$ cat src/rtl/psrf_pkg.sv
// shared types and constants for the polynomial secant root finder
// no dependencies
`default_nettype none
package psrf_pkg;
  localparam int unsigned MaxDegree = 10;
  localparam int unsigned FracBits  = 16;
  localparam int unsigned CoefAw    = 4;

  localparam logic [1:0] StConverged = 2'd0;
  localparam logic [1:0] StBracket   = 2'd1;
  localparam logic [1:0] StLimit     = 2'd2;
  localparam logic [1:0] StZeroDen   = 2'd3;

  localparam logic [1:0] CfgDegree = 2'd0;
  localparam logic [1:0] CfgTol    = 2'd1;
  localparam logic [1:0] CfgMaxIt  = 2'd2;

  typedef enum logic [3:0] {
    S_IDLE, S_EV_INIT, S_EV_MUL, S_EV_ADD, S_EV_DONE,
    S_CHECK, S_DIV_INIT, S_DIV_RUN, S_UPDATE, S_TEST, S_OUT
  } state_e;

  // which x the evaluator uses and where f goes
  typedef enum logic [1:0] {
    EV_X0, EV_X1, EV_X2
  } ev_sel_e;

  typedef struct packed {
    logic    load_x;
    logic    ev_init;
    ev_sel_e ev_sel;
    logic    ev_mul;
    logic    ev_add;
    logic    ev_store;
    logic    div_init;
    logic    div_step;
    logic    update;
    logic    shift;
    logic    it_clr;
  } cmd_t;

  typedef struct packed {
    logic deg_zero;
    logic ev_last;
    logic div_done;
    logic bracket_bad;
    logic f_equal;
    logic conv;
    logic it_limit;
  } sts_t;

  function automatic logic signed [31:0] sat32(input logic signed [65:0] v);
    if (v > 66'sh0_7FFF_FFFF) return 32'sh7FFF_FFFF;
    if (v < -66'sh0_8000_0000) return 32'sh8000_0000;
    return v[31:0];
  endfunction
endpackage
`default_nettype wire

$ cat src/rtl/psrf_ctrl.sv
// controller state machine sequencing evaluation, division and update
// depends on psrf_pkg
`default_nettype none
module psrf_ctrl (
  input  wire logic            clk_i,
  input  wire logic            rst_ni,
  input  wire logic            start_i,
  input  wire psrf_pkg::sts_t  sts_i,
  input  wire logic            out_ready_i,
  output psrf_pkg::cmd_t       cmd_o,
  output logic                 busy_o,
  output logic                 out_valid_o,
  output logic [1:0]           status_o
);
  psrf_pkg::state_e   state_q, state_d;
  psrf_pkg::ev_sel_e  sel_q, sel_d;
  logic [1:0] st_q, st_d;

  always_ff @(posedge clk_i or negedge rst_ni) begin
    if (!rst_ni) begin
      state_q <= psrf_pkg::S_IDLE; sel_q <= psrf_pkg::EV_X0;
      st_q <= psrf_pkg::StConverged;
    end else begin
      state_q <= state_d; sel_q <= sel_d; st_q <= st_d;
    end
  end

  always_comb begin
    state_d = state_q; sel_d = sel_q; st_d = st_q;
    case (state_q)
      psrf_pkg::S_IDLE: if (start_i) begin
        state_d = psrf_pkg::S_EV_INIT; sel_d = psrf_pkg::EV_X0;
      end
      psrf_pkg::S_EV_INIT: state_d = sts_i.deg_zero ? psrf_pkg::S_EV_DONE : psrf_pkg::S_EV_MUL;
      psrf_pkg::S_EV_MUL:  state_d = psrf_pkg::S_EV_ADD;
      psrf_pkg::S_EV_ADD:  state_d = sts_i.ev_last ? psrf_pkg::S_EV_DONE : psrf_pkg::S_EV_MUL;
      psrf_pkg::S_EV_DONE: begin
        if (sel_q == psrf_pkg::EV_X0) begin
          sel_d = psrf_pkg::EV_X1; state_d = psrf_pkg::S_EV_INIT;
        end else if (sel_q == psrf_pkg::EV_X1) begin
          state_d = psrf_pkg::S_CHECK;
        end else begin
          state_d = psrf_pkg::S_TEST;
        end
      end
      psrf_pkg::S_CHECK: begin
        if (sts_i.bracket_bad) begin
          st_d = psrf_pkg::StBracket; state_d = psrf_pkg::S_OUT;
        end else begin
          state_d = psrf_pkg::S_DIV_INIT;
        end
      end
      psrf_pkg::S_DIV_INIT: begin
        if (sts_i.it_limit) begin
          st_d = psrf_pkg::StLimit; state_d = psrf_pkg::S_OUT;
        end else if (sts_i.f_equal) begin
          st_d = psrf_pkg::StZeroDen; state_d = psrf_pkg::S_OUT;
        end else begin
          state_d = psrf_pkg::S_DIV_RUN;
        end
      end
      psrf_pkg::S_DIV_RUN: if (sts_i.div_done) state_d = psrf_pkg::S_UPDATE;
      psrf_pkg::S_UPDATE: begin
        sel_d = psrf_pkg::EV_X2; state_d = psrf_pkg::S_EV_INIT;
      end
      psrf_pkg::S_TEST: begin
        if (sts_i.conv) begin
          st_d = psrf_pkg::StConverged; state_d = psrf_pkg::S_OUT;
        end else begin
          state_d = psrf_pkg::S_DIV_INIT;
        end
      end
      psrf_pkg::S_OUT: if (out_ready_i) state_d = psrf_pkg::S_IDLE;
      default: state_d = psrf_pkg::S_IDLE;
    endcase
  end

  always_comb begin
    cmd_o = '0;
    cmd_o.ev_sel = sel_q;
    case (state_q)
      psrf_pkg::S_IDLE:     begin cmd_o.load_x = start_i; cmd_o.it_clr = start_i; end
      psrf_pkg::S_EV_INIT:  cmd_o.ev_init = 1'b1;
      psrf_pkg::S_EV_MUL:   cmd_o.ev_mul = 1'b1;
      psrf_pkg::S_EV_ADD:   cmd_o.ev_add = 1'b1;
      psrf_pkg::S_EV_DONE:  cmd_o.ev_store = 1'b1;
      psrf_pkg::S_DIV_INIT: cmd_o.div_init = 1'b1;
      psrf_pkg::S_DIV_RUN:  cmd_o.div_step = !sts_i.div_done;
      psrf_pkg::S_UPDATE:   cmd_o.update = 1'b1;
      psrf_pkg::S_TEST:     cmd_o.shift = !sts_i.conv;
      default: ;
    endcase
  end
  assign busy_o      = (state_q != psrf_pkg::S_IDLE);
  assign out_valid_o = (state_q == psrf_pkg::S_OUT);
  assign status_o    = st_q;
endmodule
`default_nettype wire
$ cat config.mk
export PLATFORM = sky130hd
export DESIGN_NAME = psrf_ctrl
export DESIGN_NICKNAME = d
export VERILOG_FILES = /design/src/rtl/psrf_pkg.sv /design/src/rtl/psrf_ctrl.sv
export SDC_FILE = /design/constraint.sdc
export NUM_CORES = 1
export LEC_CHECK = 0
export BUFFER_PORTS_ARGS = -buffer_cell sky130_fd_sc_hd__buf_2
export CAP_MARGIN = 10
export CORE_MARGIN = 2
export CORE_UTILIZATION = 40
export DETAILED_ROUTE_END_ITERATION = 12
export GPL_TIMING_DRIVEN = 0
export PLACE_DENSITY_LB_ADDON = 0.12
export SLEW_MARGIN = 10
export SYNTH_ARGS = -nofsm -noshare
export SYNTH_HDL_FRONTEND = slang
export SYNTH_SLANG_ARGS = --single-unit
$ cat constraint.sdc
create_clock -name clk_i -period 1.7 [get_ports clk_i]
set_clock_uncertainty 0.2 [all_clocks]
set_input_delay 0.34 -clock clk_i [delete_from_list [all_inputs] [get_ports clk_i]]
set_output_delay 0.34 -clock clk_i [all_outputs]
set_load 0.01 [all_outputs]
### After elaboration in Yosys (flattened, before gate mapping)

Cells that the tools add are included.

| storage, ports and cells | value |
|---|---|
| flip-flop bits (word level) | 8 |
| latch bits | 0 |
| bits in writable memories | 0 |
| bits in read-only memories | 0 |
| input bits | 11 |
| output and inout port bits | 16 |
| memories kept | 0 |

| cells by class | value |
|---|---|
| $add $sub $neg | 0 |
| multiply operators | 0 |
| divide/modulo/power cells | 0 |
| $lt $le $gt $ge | 0 |
| eq/ne operators | 18 |
| shift-type cells | 0 |
| muxes and demuxes | 29 |
| bitwise logic cells | 0 |
| reductions and logical operators | 10 |

Operators by type and width:

| operator | number |
|---|---|
| $pmux 4 s11 | 1 |
| $mux 4 | 9 |
| $eq 4x3->1 const B | 4 |
| $eq 4x4->1 const B | 3 |
| $mux 2 | 6 |
| $ne 2x2->1 const B | 6 |
| $pmux 2 s3 | 2 |
| $mux 1 | 9 |
| $eq 4x2->1 const B | 2 |
| $mux 3 | 2 |
| $reduce_and 3->1 | 2 |
| $reduce_bool 3->1 | 2 |
| $eq 4x1->1 const B | 1 |
| $logic_not 4->1 | 1 |
| $reduce_and 4->1 | 1 |
| $reduce_bool 4->1 | 1 |
| $ne 3x3->1 const B | 1 |
| $eq 2x1->1 const B | 1 |
| $logic_not 1->1 | 2 |
| $logic_not 2->1 | 1 |

### Logic depth before layout (Yosys ltp)

Gate-level depths: netlist of the first run.

| logic depth | value |
|---|---|
| depth after elaboration | 4 |
| mapped depth | 5 |
| depth with buffers taken out | 4 |

### Worst setup path after synthesis of the first run

Ideal clock, no wire load.

| timing path | value |
|---|---|
| path type | register -> output |
| from | register state_q[0] |
| to | output cmd_o[2] (netlist name) |
| arrival | 1.032 ns |
| setup slack | 0.128 ns |
| stages on the path, launching flop included | 4 |
| path buffers | 1 |
| cell sequence | dfrtp_1 > buf_6 > or2_2 > nor2_1 |

RTL lines:

| what | RTL line | source |
|---|---|---|
| start, declared | psrf_ctrl.sv:15 | `psrf_pkg::state_e state_q, state_d;` |
| start signal, assigned | psrf_ctrl.sv:21 | `state_q <= psrf_pkg::S_IDLE; sel_q <= psrf_pkg::EV_X0;` |
| start signal, assigned | psrf_ctrl.sv:24 | `state_q <= state_d; sel_q <= sel_d; st_q <= st_d;` |
| end, declared | psrf_ctrl.sv:10 | `output psrf_pkg::cmd_t cmd_o,` |

==> results of run 1 <==
==> layer usage <==
| metal | up-vias | GRT usage (%) | wire length (µm) |
|---|---|---|---|
| met3 | 7 | 6.67 | 126 |
| met1 | 400 | 30.8 | 959 |
| met4 | 0 | 8.48 | 39 |
| li1 | 385 | - | - |
| met5 | - | 0 | 0 |
| met2 | 34 | 39.7 | 1130 |
==> final cells by class <==
cell class              instances  area (µm²)  area share [%]
multi-input cells              65         522            47.3
well taps                      16        20.0            1.81
repair buffers                 42         282            25.5
clock buffers                   3        22.5            2.04
plain buffers                   5        56.3            5.10
flip-flops and latches          8         201            18.3
==> report_power, final <==
| group | internal (W) | switching, W | leakage (nW) |
|---|---|---|---|
| clock network | 0.0000820 | 0.0000824 | 0.0138 |
| logic | 0.000825 | 0.000826 | 0.387 |
| registers | 0.000287 | 0.0000988 | 0.0953 |
| total | 0.00119 | 0.00101 | 0.496 |
==> what timing repair did <==
action | 4_1_cts | 5_1_grt
pin swaps | 9 | 4
setup buffers | 12 | 3
resized for setup | 37 | 10
endpoints found under the hold margin | 8 | 0
hold buffers | 1 | 0
gates cloned | 0 | 0
endpoints found under the setup margin | 12 | 15
==> worst max-delay path, delay by kind of cell, from the launching register on <==
family	cells	cell delay [ns]
buffers and inverters	3	0.43
flip-flops	1	0.40
AND/OR/NAND/NOR	1	0.16
==> kinds of logic after synthesis <==
kind of cell           after synthesis  synth area share, %
DFF                                  8                 31.9
buffers and inverters                6                 6.59
and+or+nand+nor                     40                 33.5
AOI/OAI and AO/OA                   25                 27.9
==> stage by stage <==
step / worst slack, ns / hold WS, ns / setup TNS (ns) / area (µm²)
final: -0.106 / 0.109 / -0.837 / 1100
after global routing: -0.166 / 0.101 / -1.50 / 1100
after CTS: -0.110 / 0.110 / -0.877 / 1040
after detailed placement: -0.0110 / 0.000516 / -0.0110 / 777
after global placement: -0.0118 / -0.00456 / -0.0118 / 777
after floorplan: 0.128 / -0.156 / 0 / 627
==> path summary, 6_finish.rpt <==
check / start / endpoint / slack, ns / cells after the start
max: state_q[3] / cmd_o[6] / -0.11 / 4
min: out_ready_i / state_q[3] / 0.11 / 2
max reg2reg: state_q[2] / state_q[3] / -0.02 / 5
min reg2reg: status_o[1] / status_o[1] / 0.29 / 1
max in group asynchronous: rst_ni / state_q[2] / 0.85 / 2
min in group asynchronous: rst_ni / status_o[1] / 0.25 / 2
==> cells in the final DEF (no fill, tap or decap), types with 3 or more instances in the layout <==
cell type / synthesis / final
sky130_fd_sc_hd__nor2_1: 11 / 6
sky130_fd_sc_hd__nand3_1: 3 / 3
sky130_fd_sc_hd__buf_2: 3 / 22
sky130_fd_sc_hd__nor2_4: 0 / 4
sky130_fd_sc_hd__a21oi_1: 3 / 3
sky130_fd_sc_hd__nand2b_4: 0 / 4
sky130_fd_sc_hd__buf_6: 1 / 10
sky130_fd_sc_hd__buf_4: 2 / 14
sky130_fd_sc_hd__nand2_1: 5 / 4
sky130_fd_sc_hd__clkbuf_4: 0 / 3
sky130_fd_sc_hd__o21ai_0: 5 / 4
sky130_fd_sc_hd__nor3_4: 0 / 4
sky130_fd_sc_hd__dfrtp_1: 8 / 7
==> sequential cells by signal (all words and copies together) (netlist names) <==
| name | flops |
|---|---|
| sel_q | 2 |
| state_q | 4 |
| status_o | 2 |
==> qor.tcl, run 1 <==
set qor(initial_utilization_pct) 42.1
set qor(placed_cells_incl_taps) 121
set qor(timing.critical_path.from_type) {flop}
set qor(final_cell_count_no_fill) 139
set qor(routabilityCongestion) 0.825
set qor(grt_max_degree) 9
set qor(layout_min_cycle_time_ns) 1.81
set qor(timing_worst_slew_pin_value_ns) 0.317
set qor(cts_tree) {built}
set qor(num_io_pins) 27
set qor(die_area_um2) 1900
set qor(synth_edf_count) 0
set qor(synth_top_area_share_pct) 31.9
set qor(drt.antenna.violating_nets) 0
set qor(die_x_um) 43.6
set qor(drt_iter0_markers) 22
set qor(placement_rows) 14
set qor(postSynth.topFlopCell) {sky130_fd_sc_hd__dfrtp_1}
set qor(cpMostUsedCell) {sky130_fd_sc_hd__buf_6}
set qor(synth_seq_cells) 8
set qor(critical-path-slowest-cell) {sky130_fd_sc_hd__dfrtp_1}
set qor(setup-violations-final) 13
set qor(filler_cell_count) 111
set qor(grt_remaining_overflow) 0
set qor(netlist_top_cells_area) {sky130_fd_sc_hd__dfrtp_1 32%, sky130_fd_sc_hd__nor2_1 6.6%, sky130_fd_sc_hd__nand2b_1 5.0%}
set qor(area_delta_synth_final_pct) 76.0
set qor(cts_buffers) 3
set qor(synth_most_common_cell) {sky130_fd_sc_hd__nor2_1}
set qor(h-tree-depth) 1
set qor(total_via_count_in_the_routed_design) 826
set qor(finalMaxSlewViolations) 0
set qor(fin_nets) 136
set qor(synth_area_per_cell_um2) 7.93
set qor(max_clock_freq_mhz) 554
set qor(dpl.hpwl_mm) 1.35
set qor(total_power_w) 0.00220
set qor(clock-root-buffer) {sky130_fd_sc_hd__clkbuf_4}
set qor(place.port_buffers) 26
set qor(critPathMaxStageDelay_ns) 0.40
set qor(clock_insertion_delay_worst_skew_ns) 0.27
set qor(critPathRequiredTime_ns) 1.16
set qor(setup_slack_ns) -0.106
set qor(syn-num-nets) 90
set qor(drc) 0
set qor(vdd.ir_drop.worst_mv) 1.12
set qor(outcome) {finished with violations}
set qor(clkSinkCount) 8
set qor(total_core_area_um2) 1490
set qor(layout-drive-gt1-share_pct) 59.3
set qor(antenna_found_initial) 0
set qor(worst-path-max-fanout) 6
set qor(die_height_um) 43.6
set qor(routed_wirelength_mm) 2.25
set qor(detailedRoute.firstPassIterationCount) 4
set qor(via_count_of_the_first_global_routing_pass) 783
set qor(hold_path.class) {input pin to flop}
set qor(finalHoldViolCount) 0
set qor(netlist.top_cell.by_area) {sky130_fd_sc_hd__dfrtp_1}
set qor(synth_cell_type_count) 32
set qor(cp-end-kind) {output port}
set qor(combined_area_of_all_synthesized_cells_um2) 627
set qor(route.detailed.vias_per_inst) 5.94
set qor(antenna-diode-count) 0
set qor(violations_in_the_final_reports) {negative setup slack}
set qor(ys_seq_area_share_pct) 31.9
set qor(powerDensity_nw_per_um2) 1990
set qor(top_cells_by_instance_count_after_synthesis) {11 x sky130_fd_sc_hd__nor2_1, 8 x sky130_fd_sc_hd__dfrtp_1}
set qor(cts-root-to-sink-buffers) 2
set qor(setup_repair_after_global_routing_missed_its_margin) {yes}
set qor(worst-endpoint-arrival_ns) 1.27
set qor(dr_wl_cell_um) 16.2
set qor(synth-warning-count) 0
set qor(postSynth.asyncResetShare_pct) 100
set qor(layout_worst_path_cycle_share_pct) 106
set qor(total_leakage_power_nw) 0.496
set qor(global_route_usage_over_all_layers_pct) 24.3
set qor(cts.reportedPaths.clkPinSlew_ns) 0.06
set qor(max_slew_margin_pct) 78.8
set qor(synthCells) 79
set qor(critical_path_class) {flop to output port}
set qor(cap_viol_max_count) 0
set qor(global_route_wire_length_before_repair_mm) 3.43
set qor(layout_utilization_pct) 74.1
set qor(critical_path.cell_chain) {buf_6 -> buf_6 -> nor3_4 -> buf_2}
Note: power is estimated with default switching activity, not from simulation.
==> run 2, diff against run 1 <==
--- a/config.mk
+++ b/config.mk
@@ -8,7 +8,7 @@
 export BUFFER_PORTS_ARGS = -buffer_cell sky130_fd_sc_hd__buf_2
 export CAP_MARGIN = 10
 export CORE_MARGIN = 2
-export CORE_UTILIZATION = 40
+export CORE_UTILIZATION = 45
 export DETAILED_ROUTE_END_ITERATION = 12
 export GPL_TIMING_DRIVEN = 0
 export PLACE_DENSITY_LB_ADDON = 0.12
==> qor.tcl, run 2 (synthesis results as in run 1) <==
set qor(cts_tree) {built}
set qor(setup_slack_ns) -0.130
set qor(total_via_count_in_the_routed_design) 848
set qor(hold_path.class) {input pin to flop}
set qor(antenna_found_initial) 0
set qor(layout-drive-gt1-share_pct) 59.5
set qor(antenna-diode-count) 0
set qor(power.switching_fraction_pct) 46.3
set qor(final_common_cell) {sky130_fd_sc_hd__buf_2}
set qor(cp-end-kind) {output port}
set qor(final_cell_mix) {23 x sky130_fd_sc_hd__buf_2, 11 x sky130_fd_sc_hd__buf_6, 10 x sky130_fd_sc_hd__buf_4}
set qor(globalRouteMet2Util_pct) 46.5
set qor(pwr-share-comb_pct) 75.1
set qor(switching_power_w) 0.000982
set qor(area_delta_synth_final_pct) 71.5
set qor(critPathMaxStageDelay_ns) 0.40
set qor(critical_path.cell_chain) {nand2b_1 -> nor2_1 -> buf_2}
set qor(fin_nets) 134
set qor(grt_max_degree) 9
set qor(powerDensity_nw_per_um2) 1970
set qor(internal_power_w) 0.00114
set qor(finalHoldViolCount) 0
set qor(initial_utilization_pct) 48.2
set qor(finalMaxSlewViolations) 0
set qor(seqPwrFrac_pct) 18.6
set qor(die_area_um2) 1710
set qor(setup-violations-final) 13
set qor(outcome) {finished with violations}
set qor(cts-root-to-sink-buffers) 2
set qor(max_flop_register) {state_q}
set qor(total_power_w) 0.00212
set qor(regToRegStartpoint) {state_q[2]}
set qor(cap_viol_max_count) 0
set qor(max_clock_freq_mhz) 546
set qor(clock-root-buffer) {sky130_fd_sc_hd__clkbuf_4}
set qor(vdd.ir_drop.worst_mv) 1.20
set qor(routabilityCongestion) 0.816
set qor(clkSinkCount) 8
set qor(die_height_um) 41.3
set qor(grtUsageMet3_pct) 5.32
set qor(hold_slack_ns) 0.135
set qor(largest_reg_flops) 4
set qor(via_count_of_the_first_global_routing_pass) 688
set qor(total_leakage_power_nw) 0.473
set qor(layout_min_cycle_time_ns) 1.83
set qor(post_route_setup_tns_ns) -1.00
set qor(placement_rows) 13
set qor(layout_utilization_pct) 82.6
set qor(max_slew_margin_pct) 75.7
set qor(violations_in_the_final_reports) {negative setup slack}
set qor(global_route_wire_length_before_repair_mm) 3.10
set qor(drt_iter0_markers) 39
set qor(critical_path_class) {flop to output port}
set qor(min-delay-start) {out_ready_i}
set qor(cts_buffers) 3
set qor(cts.reportedPaths.clkPinSlew_ns) 0.05
set qor(critPathRequiredTime_ns) 1.16
set qor(setup_repair_after_global_routing_missed_its_margin) {yes}
set qor(worst-endpoint-arrival_ns) 1.29
set qor(relative_contribution_of_the_clock_network_to_total_power_pct) 6.3
set qor(grt.met1_usage_pct) 36.1
set qor(drt.antenna.violating_nets) 0
set qor(timing.critical_path.from_type) {flop}
set qor(num_io_pins) 27
set qor(clock_insertion_delay_worst_skew_ns) 0.24
set qor(critical-path-slowest-cell) {sky130_fd_sc_hd__dfrtp_1}
set qor(worst-path-max-fanout) 7
set qor(grt_remaining_overflow) 0
set qor(die_x_um) 41.3
set qor(total_core_area_um2) 1300
set qor(layout_worst_path_cycle_share_pct) 108
set qor(h-tree-depth) 1
set qor(startpoint) {state_q[0]}
set qor(detailedRoute.firstPassIterationCount) 4
set qor(dr_wl_cell_um) 17.1
set qor(drc) 0
set qor(timing_worst_slew_pin_value_ns) 0.360
set qor(place.port_buffers) 26
set qor(global_route_usage_over_all_layers_pct) 29.6
set qor(top_usage_layer) {met2}
set qor(dpl.hpwl_mm) 1.26
set qor(routed_wirelength_mm) 2.33
set qor(route.detailed.vias_per_inst) 6.24
==> run 2: changes by cell type in the layout (fill, tap and decap cells not counted), sizes merged <==
cell	previous run	this run
buf	46	44
==> run 2: cell type report <==
type	count	area, µm²
clock buffer	3	22.5
timing repair buffer	40	268
sequential	8	201
tap	15	18.8
fill	80	226
buffer	5	56.3
multi-input combinational	65	508
==> run 2: critical path, delay by kind of cell (launching register included) <==
kind | cells | cell delay (ns)
buffers and inverters | 1 | 0.16
DFF | 1 | 0.40
and+or+nand+nor | 2 | 0.49
==> run 2: worst paths after layout <==
| kind | end | slack (ns) | depth (start not counted) |
|---|---|---|---|
| max | cmd_o[4] | -0.13 | 3 |
| min | state_q[3] | 0.13 | 2 |
| max reg2reg | state_q[3] | 0 | 5 |
| min reg2reg | status_o[1] | 0.28 | 1 |
| max in group asynchronous | state_q[2] | 0.87 | 2 |
| min in group asynchronous | sel_q[0] | 0.26 | 2 |
==> run 2: through the flow <==
step | std cells | area [µm²] | setup WS, ns
finish | 136 | 1070 | -0.130
CTS | 134 | 997 | -0.0951
global placement | 120 | 776 | -0.00146
detailed placement | 120 | 776 | -0.0220
global route | 136 | 1070 | -0.180
floorplan | 79 | 627 | 0.128
==> run 2: repair_timing <==
item	4_1_cts	5_1_grt
cloned	1	0
hold buffers	1	0
setup endpoints to repair	12	15
hold endpoints to repair	8	0
pin swaps	6	7
gates resized for setup	29	17
setup buffers	10	2
==> run 2: layer usage <==
layer / share of wire, % / wire [µm]
met4: 3.0 / 70
met1: 37 / 858
met2: 50 / 1170
met5: 0 / 0
met3: 9.9 / 231
==> run 2: power groups by stage <==
stage / registers (W) / clock network (W) / logic, W
detailed placement: 0.000364 / 0 / 0.000978
CTS: 0.000383 / 0.000142 / 0.00137
global route: 0.000405 / 0.000147 / 0.00170
floorplan: 0.000370 / 0 / 0.000676
finish: 0.000395 / 0.000134 / 0.00159
global placement: 0.000359 / 0 / 0.000975
